--- src/rtl/positional_list_engine_macros.svh ---
// Assertion macros shared by the positional list engine modules.
`ifndef POSITIONAL_LIST_ENGINE_MACROS_SVH
`define POSITIONAL_LIST_ENGINE_MACROS_SVH

// Checks that the consequent holds in the same cycle as the antecedent.
`define PLE_ASSERT_NOW(label, ante, cons) \
   label: assert property (@(posedge clock) disable iff (reset) (ante) |-> (cons)) \
      else $error("positional list engine: same-cycle check failed");

// Checks that the consequent holds in the cycle after the antecedent.
`define PLE_ASSERT_NEXT(label, ante, cons) \
   label: assert property (@(posedge clock) disable iff (reset) (ante) |=> (cons)) \
      else $error("positional list engine: next-cycle check failed");

`endif

--- src/rtl/ple_pkg.sv ---
// Package with the item types, codes and control structs of the positional list engine.
package ple_pkg;

   localparam int unsigned DEFAULT_CAPACITY = 16;

   localparam logic [2:0] CMD_CLEAR  = 3'd0;
   localparam logic [2:0] CMD_INSERT = 3'd1;
   localparam logic [2:0] CMD_DELETE = 3'd2;
   localparam logic [2:0] CMD_READ   = 3'd3;
   localparam logic [2:0] CMD_FIND   = 3'd4;
   localparam logic [2:0] CMD_LENGTH = 3'd5;

   localparam logic [1:0] ST_OK   = 2'd0;
   localparam logic [1:0] ST_MISS = 2'd1;
   localparam logic [1:0] ST_FULL = 2'd2;

   typedef struct packed {
      logic [2:0]         command;
      logic [7:0]         position;
      logic signed [31:0] value;
   } req_type;

   typedef struct packed {
      logic [1:0]         status;
      logic signed [31:0] element;
      logic [10:0]        found_position;
      logic [10:0]        list_length;
   } rsp_type;

   typedef struct packed {
      logic       load;
      logic       walk_load;
      logic       rd_en;
      logic       place;
      logic       respond;
      logic       count_clr;
      logic       count_inc;
      logic       count_dec;
      logic [1:0] status;
   } ctrl_type;

   typedef struct packed {
      logic [2:0] op;
      logic       pos_ok_ins;
      logic       pos_ok_acc;
      logic       full;
      logic       empty;
      logic       no_shift;
      logic       walk_last;
      logic       hit;
   } stat_type;

endpackage

--- src/rtl/ple_controller.sv ---
// Controller state machine that sequences each command of the positional list engine.
module ple_controller (
   input  logic               clock,
   input  logic               reset,
   input  logic               start,
   output logic               busy,
   output logic               rsp_valid,
   output ple_pkg::ctrl_type  ctrl,
   input  ple_pkg::stat_type  stat
);
   import ple_pkg::*;

   `include "positional_list_engine_macros.svh"

   typedef enum logic [2:0] {
      S_IDLE,
      S_DECODE,
      S_WALK,
      S_DRAIN,
      S_PLACE,
      S_DONE
   } state_type;

   state_type state_ff;
   state_type state_in;
   logic      rsp_valid_ff;

   assign busy      = (state_ff != S_IDLE);
   assign rsp_valid = rsp_valid_ff;

   always_comb begin
      state_in = state_ff;
      ctrl     = '0;
      ctrl.status = ST_OK;
      case (state_ff)
         S_IDLE: begin
            if (start) begin
               ctrl.load = 1'b1;
               state_in  = S_DECODE;
            end
         end
         S_DECODE: begin
            case (stat.op)
               CMD_CLEAR: begin
                  ctrl.respond   = 1'b1;
                  ctrl.count_clr = 1'b1;
                  state_in       = S_IDLE;
               end
               CMD_LENGTH: begin
                  ctrl.respond = 1'b1;
                  state_in     = S_IDLE;
               end
               CMD_INSERT: begin
                  if (!stat.pos_ok_ins) begin
                     ctrl.respond = 1'b1;
                     ctrl.status  = ST_MISS;
                     state_in     = S_IDLE;
                  end else if (stat.full) begin
                     ctrl.respond = 1'b1;
                     ctrl.status  = ST_FULL;
                     state_in     = S_IDLE;
                  end else if (stat.no_shift) begin
                     state_in = S_PLACE;
                  end else begin
                     ctrl.walk_load = 1'b1;
                     state_in       = S_WALK;
                  end
               end
               CMD_DELETE, CMD_READ: begin
                  if (!stat.pos_ok_acc) begin
                     ctrl.respond = 1'b1;
                     ctrl.status  = ST_MISS;
                     state_in     = S_IDLE;
                  end else begin
                     ctrl.walk_load = 1'b1;
                     state_in       = S_WALK;
                  end
               end
               CMD_FIND: begin
                  if (stat.empty) begin
                     ctrl.respond = 1'b1;
                     ctrl.status  = ST_MISS;
                     state_in     = S_IDLE;
                  end else begin
                     ctrl.walk_load = 1'b1;
                     state_in       = S_WALK;
                  end
               end
               default: begin
                  ctrl.respond = 1'b1;
                  ctrl.status  = ST_MISS;
                  state_in     = S_IDLE;
               end
            endcase
         end
         S_WALK: begin
            ctrl.rd_en = 1'b1;
            if (stat.walk_last) begin
               state_in = S_DRAIN;
            end
         end
         S_DRAIN: begin
            if (stat.op == CMD_INSERT) begin
               state_in = S_PLACE;
            end else begin
               state_in = S_DONE;
            end
         end
         S_PLACE: begin
            ctrl.place     = 1'b1;
            ctrl.count_inc = 1'b1;
            ctrl.respond   = 1'b1;
            state_in       = S_IDLE;
         end
         S_DONE: begin
            ctrl.respond = 1'b1;
            state_in     = S_IDLE;
            if (stat.op == CMD_DELETE) begin
               ctrl.count_dec = 1'b1;
            end
            if (stat.op == CMD_FIND && !stat.hit) begin
               ctrl.status = ST_MISS;
            end
         end
         default: begin
            state_in = S_IDLE;
         end
      endcase
   end

   always_ff @(posedge clock) begin
      if (reset) begin
         state_ff     <= S_IDLE;
         rsp_valid_ff <= 1'b0;
      end else begin
         state_ff     <= state_in;
         rsp_valid_ff <= ctrl.respond;
      end
   end

   `PLE_ASSERT_NEXT(a_single_strobe, rsp_valid_ff, !rsp_valid_ff)
   `PLE_ASSERT_NEXT(a_accept_busy, ctrl.load, busy)
   `PLE_ASSERT_NEXT(a_respond_idle, ctrl.respond, state_ff == S_IDLE && rsp_valid_ff)

endmodule

--- src/rtl/ple_datapath.sv ---
// Datapath with the element memory, walk pointer, count and result register of the list engine.
module ple_datapath #(
   parameter int unsigned CAPACITY = ple_pkg::DEFAULT_CAPACITY
) (
   input  logic               clock,
   input  logic               reset,
   input  ple_pkg::req_type   req_item,
   input  ple_pkg::ctrl_type  ctrl,
   output ple_pkg::stat_type  stat,
   output ple_pkg::rsp_type   rsp_item
);
   import ple_pkg::*;

   `include "positional_list_engine_macros.svh"

   localparam int unsigned CNT_W = $clog2(CAPACITY + 1);
   localparam int unsigned IDX_W = $clog2(CAPACITY);
   localparam int unsigned CMP_W = ((CNT_W > 8) ? CNT_W : 8) + 1;

   logic signed [31:0] mem [CAPACITY];

   req_type            req_ff;
   logic [CNT_W-1:0]   count_ff;
   logic [CNT_W-1:0]   count_in;
   logic [IDX_W-1:0]   ptr_ff;
   logic [IDX_W-1:0]   end_ff;
   logic               up_ff;
   logic               dv_ff;
   logic [IDX_W-1:0]   addr_d_ff;
   logic signed [31:0] rd_data_ff;
   logic signed [31:0] elem_ff;
   logic [10:0]        found_ff;
   logic               hit_ff;
   rsp_type            rsp_ff;

   logic [CMP_W-1:0]   pos_c;
   logic [CMP_W-1:0]   cnt_c;
   logic [IDX_W-1:0]   pos_idx;
   logic [IDX_W-1:0]   last_idx;
   logic               wr_en;
   logic [IDX_W-1:0]   wr_addr;
   logic signed [31:0] wr_data;

   assign pos_c    = CMP_W'(req_ff.position);
   assign cnt_c    = CMP_W'(count_ff);
   assign pos_idx  = IDX_W'(pos_c - CMP_W'(1));
   assign last_idx = IDX_W'(cnt_c - CMP_W'(1));

   always_comb begin
      stat.op         = req_ff.command;
      stat.pos_ok_ins = (pos_c != '0) && (pos_c <= cnt_c + CMP_W'(1));
      stat.pos_ok_acc = (pos_c != '0) && (pos_c <= cnt_c);
      stat.full       = (count_ff == CNT_W'(CAPACITY));
      stat.empty      = (count_ff == '0);
      stat.no_shift   = (pos_c == cnt_c + CMP_W'(1));
      stat.walk_last  = (ptr_ff == end_ff);
      stat.hit        = hit_ff;
   end

   always_comb begin
      wr_en   = 1'b0;
      wr_addr = pos_idx;
      wr_data = req_ff.value;
      if (ctrl.place) begin
         wr_en = 1'b1;
      end else if (dv_ff && req_ff.command == CMD_INSERT) begin
         wr_en   = 1'b1;
         wr_addr = addr_d_ff + IDX_W'(1);
         wr_data = rd_data_ff;
      end else if (dv_ff && req_ff.command == CMD_DELETE && addr_d_ff != pos_idx) begin
         wr_en   = 1'b1;
         wr_addr = addr_d_ff - IDX_W'(1);
         wr_data = rd_data_ff;
      end
   end

   always_ff @(posedge clock) begin
      if (wr_en) begin
         mem[wr_addr] <= wr_data;
      end
      if (ctrl.rd_en) begin
         rd_data_ff <= mem[ptr_ff];
      end
   end

   always_comb begin
      count_in = count_ff;
      if (ctrl.count_clr) begin
         count_in = '0;
      end else if (ctrl.count_inc) begin
         count_in = count_ff + CNT_W'(1);
      end else if (ctrl.count_dec) begin
         count_in = count_ff - CNT_W'(1);
      end
   end

   always_ff @(posedge clock) begin
      if (reset) begin
         count_ff <= '0;
         dv_ff    <= 1'b0;
      end else begin
         count_ff <= count_in;
         dv_ff    <= ctrl.rd_en;
      end
   end

   always_ff @(posedge clock) begin
      addr_d_ff <= ptr_ff;
      if (ctrl.load) begin
         req_ff   <= req_item;
         elem_ff  <= '0;
         found_ff <= '0;
         hit_ff   <= 1'b0;
      end else if (dv_ff) begin
         if (req_ff.command == CMD_READ ||
             (req_ff.command == CMD_DELETE && addr_d_ff == pos_idx)) begin
            elem_ff <= rd_data_ff;
         end
         if (req_ff.command == CMD_FIND && !hit_ff && rd_data_ff == req_ff.value) begin
            hit_ff   <= 1'b1;
            found_ff <= 11'(addr_d_ff) + 11'd1;
         end
      end
      if (ctrl.walk_load) begin
         case (req_ff.command)
            CMD_INSERT: begin
               ptr_ff <= last_idx;
               end_ff <= pos_idx;
               up_ff  <= 1'b0;
            end
            CMD_DELETE: begin
               ptr_ff <= pos_idx;
               end_ff <= last_idx;
               up_ff  <= 1'b1;
            end
            CMD_READ: begin
               ptr_ff <= pos_idx;
               end_ff <= pos_idx;
               up_ff  <= 1'b1;
            end
            default: begin
               ptr_ff <= '0;
               end_ff <= last_idx;
               up_ff  <= 1'b1;
            end
         endcase
      end else if (ctrl.rd_en) begin
         ptr_ff <= up_ff ? ptr_ff + IDX_W'(1) : ptr_ff - IDX_W'(1);
      end
      if (ctrl.respond) begin
         rsp_ff.status         <= ctrl.status;
         rsp_ff.element        <= elem_ff;
         rsp_ff.found_position <= found_ff;
         rsp_ff.list_length    <= 11'(count_in);
      end
   end

   assign rsp_item = rsp_ff;

   `PLE_ASSERT_NOW(a_count_bound, 1'b1, count_ff <= CNT_W'(CAPACITY))
   `PLE_ASSERT_NOW(a_one_write, ctrl.place, !dv_ff && !ctrl.rd_en)
   `PLE_ASSERT_NEXT(a_hit_holds, hit_ff && !ctrl.load, hit_ff && found_ff != '0)

endmodule

--- src/rtl/positional_list_engine.sv ---
// Top level of the positional list engine: controller and datapath around one element memory.
//
//   Channel   Ports                   Handshake
//   input     req_item                accepted when start is high and busy is low
//   result    rsp_item, rsp_valid     one-cycle strobe, always taken
//
// Clear, length and rejected commands respond straight from the decode state.
// Read, delete and find walk k entries of the memory before they respond
// (1 for read, length - position + 1 for delete, length for find).
// Insert at the tail goes straight from decode to place; otherwise it first walks and shifts
// length - position + 1 entries, since the memory port moves one entry per cycle; one item is in work at a time.
// Reset is synchronous and empties the list; memory contents are not cleared.
module positional_list_engine #(
   parameter int unsigned CAPACITY = ple_pkg::DEFAULT_CAPACITY
) (
   input  logic              clock,
   input  logic              reset,
   input  logic              start,
   output logic              busy,
   input  ple_pkg::req_type  req_item,
   output logic              rsp_valid,
   output ple_pkg::rsp_type  rsp_item
);
   import ple_pkg::*;

   ctrl_type ctrl;
   stat_type stat;

   ple_controller u_controller (
      .clock     (clock),
      .reset     (reset),
      .start     (start),
      .busy      (busy),
      .rsp_valid (rsp_valid),
      .ctrl      (ctrl),
      .stat      (stat)
   );

   ple_datapath #(
      .CAPACITY (CAPACITY)
   ) u_datapath (
      .clock    (clock),
      .reset    (reset),
      .req_item (req_item),
      .ctrl     (ctrl),
      .stat     (stat),
      .rsp_item (rsp_item)
   );

endmodule
--- config.mk ---
export PLATFORM = sky130hd
export DESIGN_NAME = positional_list_engine
export DESIGN_NICKNAME = d
export VERILOG_FILES = /design/src/rtl/ple_pkg.sv /design/src/rtl/ple_controller.sv /design/src/rtl/ple_datapath.sv /design/src/rtl/positional_list_engine.sv
export VERILOG_INCLUDE_DIRS = /design/src /design/src/rtl
export SDC_FILE = /design/constraint.sdc
export NUM_CORES = 1
export LEC_CHECK = 0
export ABC_AREA = 0
export ABC_CLOCK_PERIOD_IN_PS = 4550
export BUFFER_PORTS_ARGS = -buffer_cell sky130_fd_sc_hd__buf_4
export CAP_MARGIN = 20
export CORE_MARGIN = 3
export CORE_UTILIZATION = 38
export CTS_BUF_LIST = sky130_fd_sc_hd__clkbuf_8 sky130_fd_sc_hd__clkbuf_16
export DETAILED_ROUTE_END_ITERATION = 7
export PLACE_DENSITY = 0.63
export SYNTH_ARGS = -nofsm -noshare
export SYNTH_HDL_FRONTEND = slang
export SYNTH_HIERARCHICAL = 1
export SYNTH_SLANG_ARGS = --single-unit
--- constraint.sdc ---
create_clock -name clock -period 4.55 [get_ports clock]
set_input_delay 0.2275 -clock clock [delete_from_list [all_inputs] [get_ports clock]]
set_output_delay 0.2275 -clock clock [all_outputs]
set_load 0.005 [all_outputs]
==> load_flow_metrics.sql, run 1 <==
INSERT INTO impl_metrics (metric_group, metric, value, unit) VALUES
('run_status', 'run_status', 'finished clean', ''),
('cts', 'cts_tree', 'done', ''),
('setup_path', 'critical_path_arrival', '4140', 'ps'),
('sta', 'worst_slew_pin_slew', '1070', 'ps'),
('floorplanning', 'die_width', '273', 'microns'),
('layout', 'final_cell_count_without_fillers', '2511', ''),
('layout', 'most_frequent_standard_cell_in_the_layout_excluding_fill_and_tap_cells', 'sky130_fd_sc_hd__edfxtp_1', ''),
('drt', 'drt_pass1_iterations', '5', ''),
('cts', 'total_clock_sinks', '692', ''),
('layout', 'leading_cell_types_in_the_layout_fill_and_taps_excluded', 'sky130_fd_sc_hd__edfxtp_1, sky130_fd_sc_hd__mux4_2, sky130_fd_sc_hd__buf_4', ''),
('setup_path', 'worst-endpoint-required', '4810', 'ps'),
('sta', 'post-route-min-period', '3890', 'ps'),
('synth', 'yosys.cell_types.count', '67', ''),
('layout', 'num_antenna_cells', '0', ''),
('placed_design', 'dp_slack', '585', 'ps'),
('cts', 'cts_buffers', '73', ''),
('pwr', 'max-vdd-ir-drop', '314', 'uV'),
('placed_design', 'placed_cells_incl_taps', '2335', ''),
('sta', 'rsz0062_at_grt', 'false', ''),
('setup_path', 'worst_r2r_endpoint', 'u_datapath/rsp_item[36]', ''),
('global_route', 'grt_first_pass_wirelength', '88300', 'microns'),
('setup_path', 'worst_path_largest_cell_delay', '630', 'ps'),
('floorplanning', 'floorplan.rows', '97', ''),
('drt', 'routedWlPerCell', '23.2', 'microns'),
('synth', 'synth_edf_count', '640', ''),
('cts', 'ctsResizeCount', '0', ''),
('job', 'drv_cap', '0', ''),
('drt', 'num_vias', '13134', ''),
('setup_path', 'startpoint', 'u_datapath/count_ff[0]', ''),
('synth', 'post_synth_top_area_share', '70.7', '%'),
('global_route', 'grt.overflow.total', '0', ''),
('synth', 'yosys_most_used_dff', 'sky130_fd_sc_hd__edfxtp_1', ''),
('sta', 'timing.final.hold_violations', '0', ''),
('layout', 'layout-drive-gt1-share', '29.5', '%'),
('setup_path', 'crit_path_max_fanout', '26', ''),
('layout', 'fill_cells', '5914', ''),
('cts', 'worst_skew_pair_later_pin_latency', '600', 'ps'),
('placed_design', 'place.detailed.hpwl', '34900', 'microns'),
('hold_path', 'hold_depth', '2', ''),
('synth', 'synth_cells', '1323', ''),
('synth', 'ys_ff_latch', '692', ''),
('floorplanning', 'core-area', '0.0704', 'sq mm'),
('global_route', 'grt_antenna_before_repair', '0', ''),
('setup_path', 'critical_path.cell_chain', 'inv_1 -> ha_1 -> inv_1 -> ha_1 -> nor2b_1 -> o21a_1 -> o21a_1 -> o21bai_1 -> a21oi_1 -> a21oi_1 -> nand3b_1 -> o21ai_0 -> a21o_1 -> nor2_4 -> buf_4', ''),
('setup_path', 'r2r_cells', '15', ''),
('drt', 'route.final.wire_length', '58300', 'microns'),
('global_route', 'grt_pass1_vias', '13584', ''),
('setup_path', 'crit_end', 'u_datapath/rsp_item[36]', ''),
('drt', 'dr.first_iter.drc_count', '1092', ''),
('synth', 'mappedNetlistArea', '0.0272', 'sq mm'),
('cts', 'cts.clk_slew.worst_paths', '60', 'ps'),
('setup_path', 'critPathSlowestCell', 'sky130_fd_sc_hd__nor2_4', ''),
('sta', 'setup_tns', '0', 'ps'),
('sta', 'setup_viol', '0', ''),
('placed_design', 'globalplace.congestion', '0.821', ''),
('layout', 'area_growth', '18.0', '%'),
('global_route', 'largest_net_degree_at_the_start_of_global_routing', '77', ''),
('synth', 'synth.largest_area_cell', 'sky130_fd_sc_hd__edfxtp_1', ''),
('synth', 'synthesis.area_per_instance', '20.5', 'sq um'),
('floorplanning', 'vertical_die_dimension', '273', 'microns'),
('setup_path', 'worstSetupStartpointType', 'flip-flop', ''),
('sta', 'timing.final.ws_setup', '663', 'ps'),
('sta', 'final_min_period_over_clock_period', '85.4', '%'),
('floorplanning', 'ios', '104', ''),
('cts', 'cts_root_buf', 'sky130_fd_sc_hd__clkbuf_16', ''),
('layout', 'finalNetCount', '1583', ''),
('floorplanning', 'floorplan.initialDensity', '38.6', '%'),
('synth', 'synth-warning-count', '6', ''),
('global_route', 'grt_use_total', '15.9', '%'),
('sta', 'slew_viol_final', '0', ''),
('sta', 'timing.fmax', '0.257', 'GHz');
==> through the flow <==
step	utilization [%]	hold WS (ps)	area (sq um)
floorplan	-	299	27200
global placement	41.5	406	29200
detailed placement	41.5	407	29200
CTS	45.5	296	32000
global route	45.5	317	32100
finish	45.5	345	32100
==> logic make-up (layout without fill, tap and decap cells) <==
logic type	after synthesis	after routing	synth area share [%]
AOI/OAI and AO/OA	54	54	1.51
xor gates and xnor gates	58	58	1.90
adders and majority gates	21	21	0.995
buffers and inverters	100	337	1.83
DFF	692	692	74.6
muxes	234	234	16.1
other	1	12	0.0138
and+or+nand+nor	163	163	3.06
==> layout make-up <==
class	count	area [sq um]	area share [%]
clock buffers	84	2020	6.31
clock inverters	46	348	1.09
inverters	23	86.3	0.269
multi-input cells	542	6590	20.6
flip-flops and latches	692	20300	63.2
well taps	940	1180	3.67
repair buffers	184	1560	4.88
==> synthesized netlist by cell type (4+ instances only) <==
master                       n
sky130_fd_sc_hd__mux4_2    160
sky130_fd_sc_hd__edfxtp_1  640
sky130_fd_sc_hd__nor4_1     12
sky130_fd_sc_hd__nand2_1    16
sky130_fd_sc_hd__ha_1       20
sky130_fd_sc_hd__nand3_1     5
sky130_fd_sc_hd__nor2_1     77
sky130_fd_sc_hd__mux2i_1    43
sky130_fd_sc_hd__nor3_1     11
sky130_fd_sc_hd__a32oi_1     4
sky130_fd_sc_hd__nand2b_1    6
sky130_fd_sc_hd__o21ai_0     8
sky130_fd_sc_hd__xnor2_1    16
sky130_fd_sc_hd__clkbuf_1   36
sky130_fd_sc_hd__o21a_1      4
sky130_fd_sc_hd__a21oi_1    11
sky130_fd_sc_hd__xor2_1     41
sky130_fd_sc_hd__mux2_2     30
sky130_fd_sc_hd__buf_2       4
sky130_fd_sc_hd__buf_1      13
sky130_fd_sc_hd__inv_1      23
sky130_fd_sc_hd__dfxtp_1    52
sky130_fd_sc_hd__buf_4      17
sky130_fd_sc_hd__nor2b_1     6
sky130_fd_sc_hd__nand4_1     4
==> registers in the layout, summed over array words and instances, names as in the netlist <==
signal	cells
u_controller/state_ff	3
u_datapath/pos_c	8
u_datapath/up_ff	1
u_datapath/rsp_item	44
u_datapath/mem	512
u_datapath/end_ff	4
u_datapath/found_ff	5
u_datapath/addr_d_ff	4
u_controller/rsp_valid	1
u_datapath/ptr_ff	4
u_datapath/elem_ff	32
u_datapath/req_ff	32
u_datapath/hit_ff	1
u_datapath/dv_ff	1
u_datapath/stat	3
u_datapath/rd_data_ff	32
u_datapath/count_ff	5
==> worst max-delay path, delay by kind of cell (launching register included) <==
kind	cells	cell delay, ps
AO/OA/AOI/OAI	7	800
buffers and inverters	3	690
adder cells (fa/ha/maj)	2	670
AND/OR/NAND/NOR	3	930
flip-flops	1	430
==> routing by layer <==
metal  wire [microns]  GRT usage [%]
met5                0              0
met4             1190           4.35
met3             3450           2.95
met2            27300           25.1
met1            26300           22.7
==> power by group <==
part	leakage [nW]	switching, mW	internal [mW]
sequential	6.22	0.0336	6.99
combinational	3.02	0.196	0.122
clock	1.22	2.37	3.45
==> worst min path at each step <==
stage	start	endpoint	slack, ps
detailed placement	req_item[4]	u_datapath/req_ff[4]	410
CTS	req_item[21]	u_datapath/req_ff[21]	300
global route	req_item[33]	u_datapath/pos_c[1]	320
floorplan	reset	u_datapath/count_ff[4]	300
finish	req_item[4]	u_datapath/req_ff[4]	350
global placement	req_item[7]	u_datapath/req_ff[7]	410
==> repair_timing <==
action                                  CTS  global route
endpoints found under the hold margin    53             0
hold buffers                             45             0
endpoints found under the setup margin    0             0
Note: power is estimated with default switching activity, not from simulation.
==> run 2: changes to the inputs <==
- ABC_AREA: 0 -> 1
- REMOVE_ABC_BUFFERS: not set -> 1
==> load_flow_metrics.sql, run 2 <==
INSERT INTO impl_metrics (metric_group, metric, value, unit) VALUES
('floorplanning', 'vertical_die_dimension', '278', 'microns'),
('layout', 'area_growth', '17.5', '%'),
('drt', 'route.final.wire_length', '75200', 'microns'),
('sta', 'final_min_period_over_clock_period', '83.2', '%'),
('setup_path', 'critical_path_arrival', '4100', 'ps'),
('drt', 'vias_per_cell', '5.51', ''),
('sta', 'timing.final.hold_violations', '0', ''),
('synth', 'synth_top_cells_by_area', 'sky130_fd_sc_hd__edfxtp_1, sky130_fd_sc_hd__o21ai_0, sky130_fd_sc_hd__nor2_1', ''),
('cts', 'total_clock_sinks', '692', ''),
('drt', 'drc', '0', ''),
('sta', 'slew_viol_final', '0', ''),
('drt', 'drt_pass1_iterations', '8', ''),
('synth', 'post_synth_top_area_share', '68.1', '%'),
('floorplanning', 'core-area', '0.0732', 'sq mm'),
('global_route', 'grt_pass1_vias', '17614', ''),
('setup_path', 'critical_path.cell_chain', 'inv_2 -> ha_1 -> inv_1 -> nand2_1 -> nand2_1 -> nand2_1 -> nand2_1 -> nor2_1 -> nand2_2 -> nand2_2 -> nand2_4 -> nand2_4 -> nand2_1 -> nand2_1 -> nand2_1 -> nor2_4 -> buf_4', ''),
('layout', 'utilization', '45.3', '%'),
('drt', 'num_vias', '18268', ''),
('synth', 'yosys_most_used_dff', 'sky130_fd_sc_hd__edfxtp_1', ''),
('setup_path', 'crit_top_cell', 'sky130_fd_sc_hd__nand2_1', ''),
('synth', 'yosys.cell_types.count', '48', ''),
('synth', 'synth_cells', '2142', ''),
('floorplanning', 'floorplan.rows', '99', ''),
('layout', 'num_antenna_cells', '0', ''),
('floorplanning', 'fp.dieArea', '0.0775', 'sq mm'),
('synth', 'synth_edf_count', '640', ''),
('cts', 'cts_buffers', '74', ''),
('sta', 'timing.fmax', '0.264', 'GHz'),
('setup_path', 'crit_path_max_fanout', '24', ''),
('setup_path', 'worst_r2r_endpoint', 'u_datapath/mem[14][27]', ''),
('pwr', 'power_per_cell_area', '407', 'mW/mm^2'),
('drt', 'dr.first_iter.drc_count', '2014', ''),
('placed_design', 'place.detailed.hpwl', '45600', 'microns'),
('setup_path', 'startpoint', 'u_datapath/pos_c[0]', ''),
('pwr', 'total_power', '13.5', 'mW'),
('cts', 'worst_skew_pair_later_pin_latency', '630', 'ps'),
('global_route', 'grt_use_total', '19.2', '%'),
('sta', 'rsz0062_at_grt', 'false', ''),
('placed_design', 'globalplace.congestion', '0.839', ''),
('global_route', 'grt.overflow.total', '0', ''),
('layout', 'most_frequent_standard_cell_in_the_layout_excluding_fill_and_tap_cells', 'sky130_fd_sc_hd__edfxtp_1', ''),
('setup_path', 'worst-endpoint-required', '4860', 'ps'),
('placed_design', 'dp_slack', '778', 'ps'),
('synth', 'mappedNetlistArea', '0.0282', 'sq mm'),
('floorplanning', 'die_width', '278', 'microns'),
('setup_path', 'worst-r2r-setup-slack', '760', 'ps'),
('drt', 'drtAntennaViolNets', '0', ''),
('setup_path', 'worst_setup_ep_type', 'flip-flop', ''),
('global_route', 'grt_first_pass_wirelength', '113000', 'microns'),
('cts', 'cts_root_buf', 'sky130_fd_sc_hd__clkbuf_16', ''),
('synth', 'synth-warning-count', '6', ''),
('pwr', 'max-vdd-ir-drop', '275', 'uV'),
('floorplanning', 'ios', '104', ''),
('synth', 'library_cell_with_the_highest_instance_count_after_synthesis', 'sky130_fd_sc_hd__edfxtp_1', ''),
('synth', 'synth.largest_area_cell', 'sky130_fd_sc_hd__edfxtp_1', ''),
('sta', 'post-route-min-period', '3790', 'ps'),
('setup_path', 'crit-reg2reg-launch', 'u_datapath/pos_c[0]', ''),
('layout', 'largest_register_ffs', '512', ''),
('layout', 'max_flop_register', 'u_datapath/mem', ''),
('setup_path', 'crit_end', 'u_datapath/mem[14][27]', ''),
('placed_design', 'buffer_ports.inserted', '91', ''),
('cts', 'cts.clk_slew.worst_paths', '60', 'ps'),
('pwr', 'leakage', '11.7', 'nW'),
('hold_path', 'hold_start', 'req_item[8]', ''),
('floorplanning', 'floorplan.initialDensity', '38.5', '%'),
('layout', 'layout-drive-gt1-share', '14.4', '%'),
('synth', 'most_used_standard_cells_in_the_synthesized_netlist', 'sky130_fd_sc_hd__edfxtp_1, sky130_fd_sc_hd__nor2_1, sky130_fd_sc_hd__o21ai_0', ''),
('setup_path', 'critPathSlowestCell', 'sky130_fd_sc_hd__nor2_4', ''),
('layout', 'fill_cells', '6492', ''),
('cts', 'clock_tree.htree_level_count', '3', ''),
('cts', 'cts_tree', 'done', ''),
('setup_path', 'worstSetupStartpointType', 'flip-flop', ''),
('sta', 'worst_slew_pin_slew', '1070', 'ps'),
('job', 'drv_cap', '0', ''),
('setup_path', 'r2r_cells', '17', ''),
('global_route', 'largest_net_degree_at_the_start_of_global_routing', '159', ''),
('sta', 'slew-limit-headroom', '28.9', '%'),
('synth', 'ys_ff_latch', '692', ''),
('layout', 'leading_cell_types_in_the_layout_fill_and_taps_excluded', 'sky130_fd_sc_hd__edfxtp_1, sky130_fd_sc_hd__nor2_1, sky130_fd_sc_hd__o21ai_0', ''),
('synth', 'synthesis.area_per_instance', '13.2', 'sq um'),
('setup_path', 'worst_path_largest_cell_delay', '710', 'ps'),
('sta', 'timing.final.ws_setup', '765', 'ps'),
('placed_design', 'placedInstanceArea', '0.0302', 'sq mm'),
('run_status', 'run_status', 'finished clean', ''),
('synth', 'yosysSeqAreaShare', '71.8', '%'),
('cts', 'cts_max_path_buffers', '3', ''),
('global_route', 'grt_antenna_before_repair', '0', ''),
('sta', 'fin_worst_skew', '51.1', 'ps'),
('synth', 'postSynth.asyncResetShare', '0', '%'),
('setup_path', 'crit_path_category', 'flip-flop to flip-flop', ''),
('drt', 'routedWlPerCell', '22.7', 'microns'),
('hold_path', 'holdCritPathClass', 'primary input to flip-flop', ''),
('sta', 'setup_viol', '0', ''),
('layout', 'finalNetCount', '2364', ''),
('layout', 'design_area', '0.0331', 'sq mm');
## run 2: cell count changes after synthesis, moves of 54 or more
cell	previous run	this run
sky130_fd_sc_hd__nand2_1	16	201
sky130_fd_sc_hd__o221ai_1	1	97
sky130_fd_sc_hd__nor2_1	77	279
sky130_fd_sc_hd__o21ai_0	8	215
sky130_fd_sc_hd__mux2i_1	43	97
sky130_fd_sc_hd__mux4_2	160	0
sky130_fd_sc_hd__inv_1	23	89
sky130_fd_sc_hd__nand3_1	5	77
## run 2: routing by layer
| metal | global-route usage, % | wire [microns] |
|---|---|---|
| met1 | 26.8 | 31700 |
| met2 | 30.7 | 35200 |
| met3 | 3.35 | 6240 |
| met4 | 5.85 | 2050 |
| met5 | 0 | 0 |
## run 2: stage by stage
stage / instances / hold WS (ps) / TNS [ps]
after floorplan: 2019 / 290 / -172030
after global placement: 3126 / 406 / 0
after detailed placement: 3129 / 407 / 0
after CTS: 3308 / 295 / 0
after global routing: 3314 / 306 / 0
final: 3314 / 321 / 0
## run 2: timing repair
action                     4_1_cts  5_1_grt
hold endpoints to repair        53        0
hold buffers                    45        0
setup endpoints to repair        0        0
gates resized for setup          0        0
buffers inserted                 0        0
## run 2: worst min-delay path by stage
stage                     cells after the start  slack, ps                endpoint
after floorplan                               1        290  u_controller/rsp_valid
after global placement                        1        410    u_datapath/req_ff[6]
after detailed placement                      1        410    u_datapath/req_ff[8]
after CTS                                     2        290   u_datapath/req_ff[19]
after global routing                          2        310    u_datapath/req_ff[8]
final                                         2        320    u_datapath/req_ff[8]
## run 2: kinds of logic (layout without fill, tap and decap cells)
kind of cell | after synthesis | in the layout | share of synthesized area [%]
flip-flops | 692 | 692 | 71.8
AND/OR/NAND/NOR | 658 | 658 | 10.1
AO/OA/AOI/OAI | 419 | 419 | 9.33
buffers and inverters | 235 | 437 | 3.71
multiplexers | 97 | 97 | 3.44
adder cells (fa/ha/maj) | 21 | 21 | 0.958
XOR/XNOR | 19 | 19 | 0.590
other | 1 | 12 | 0.0133
## run 2: power by group
| group | internal (mW) | switching (mW) | total, mW |
|---|---|---|---|
| combinational | 0.163 | 0.308 | 0.471 |
| sequential | 7.02 | 0.0542 | 7.07 |
| clock | 3.47 | 2.45 | 5.92 |
| total | 10.7 | 2.81 | 13.5 |
## run 2: worst max-delay path: cells and delay by family, from the launching register on
kind / cells / cell delay (ps)
buf+inv: 3 / 630
fa+ha+maj: 1 / 210
simple gates: 13 / 2180
flops: 1 / 440
## run 2: final cells by class
cell class              instances  area (sq um)  area share (%)
inverters                     101           382            1.15
flip-flops and latches        692         20300            61.2
clock buffers                  88          2070            6.24
clock inverters                46           369            1.11
repair buffers                202          1780            5.36
well taps                     959          1200            3.62
multi-input cells            1226          7070            21.4
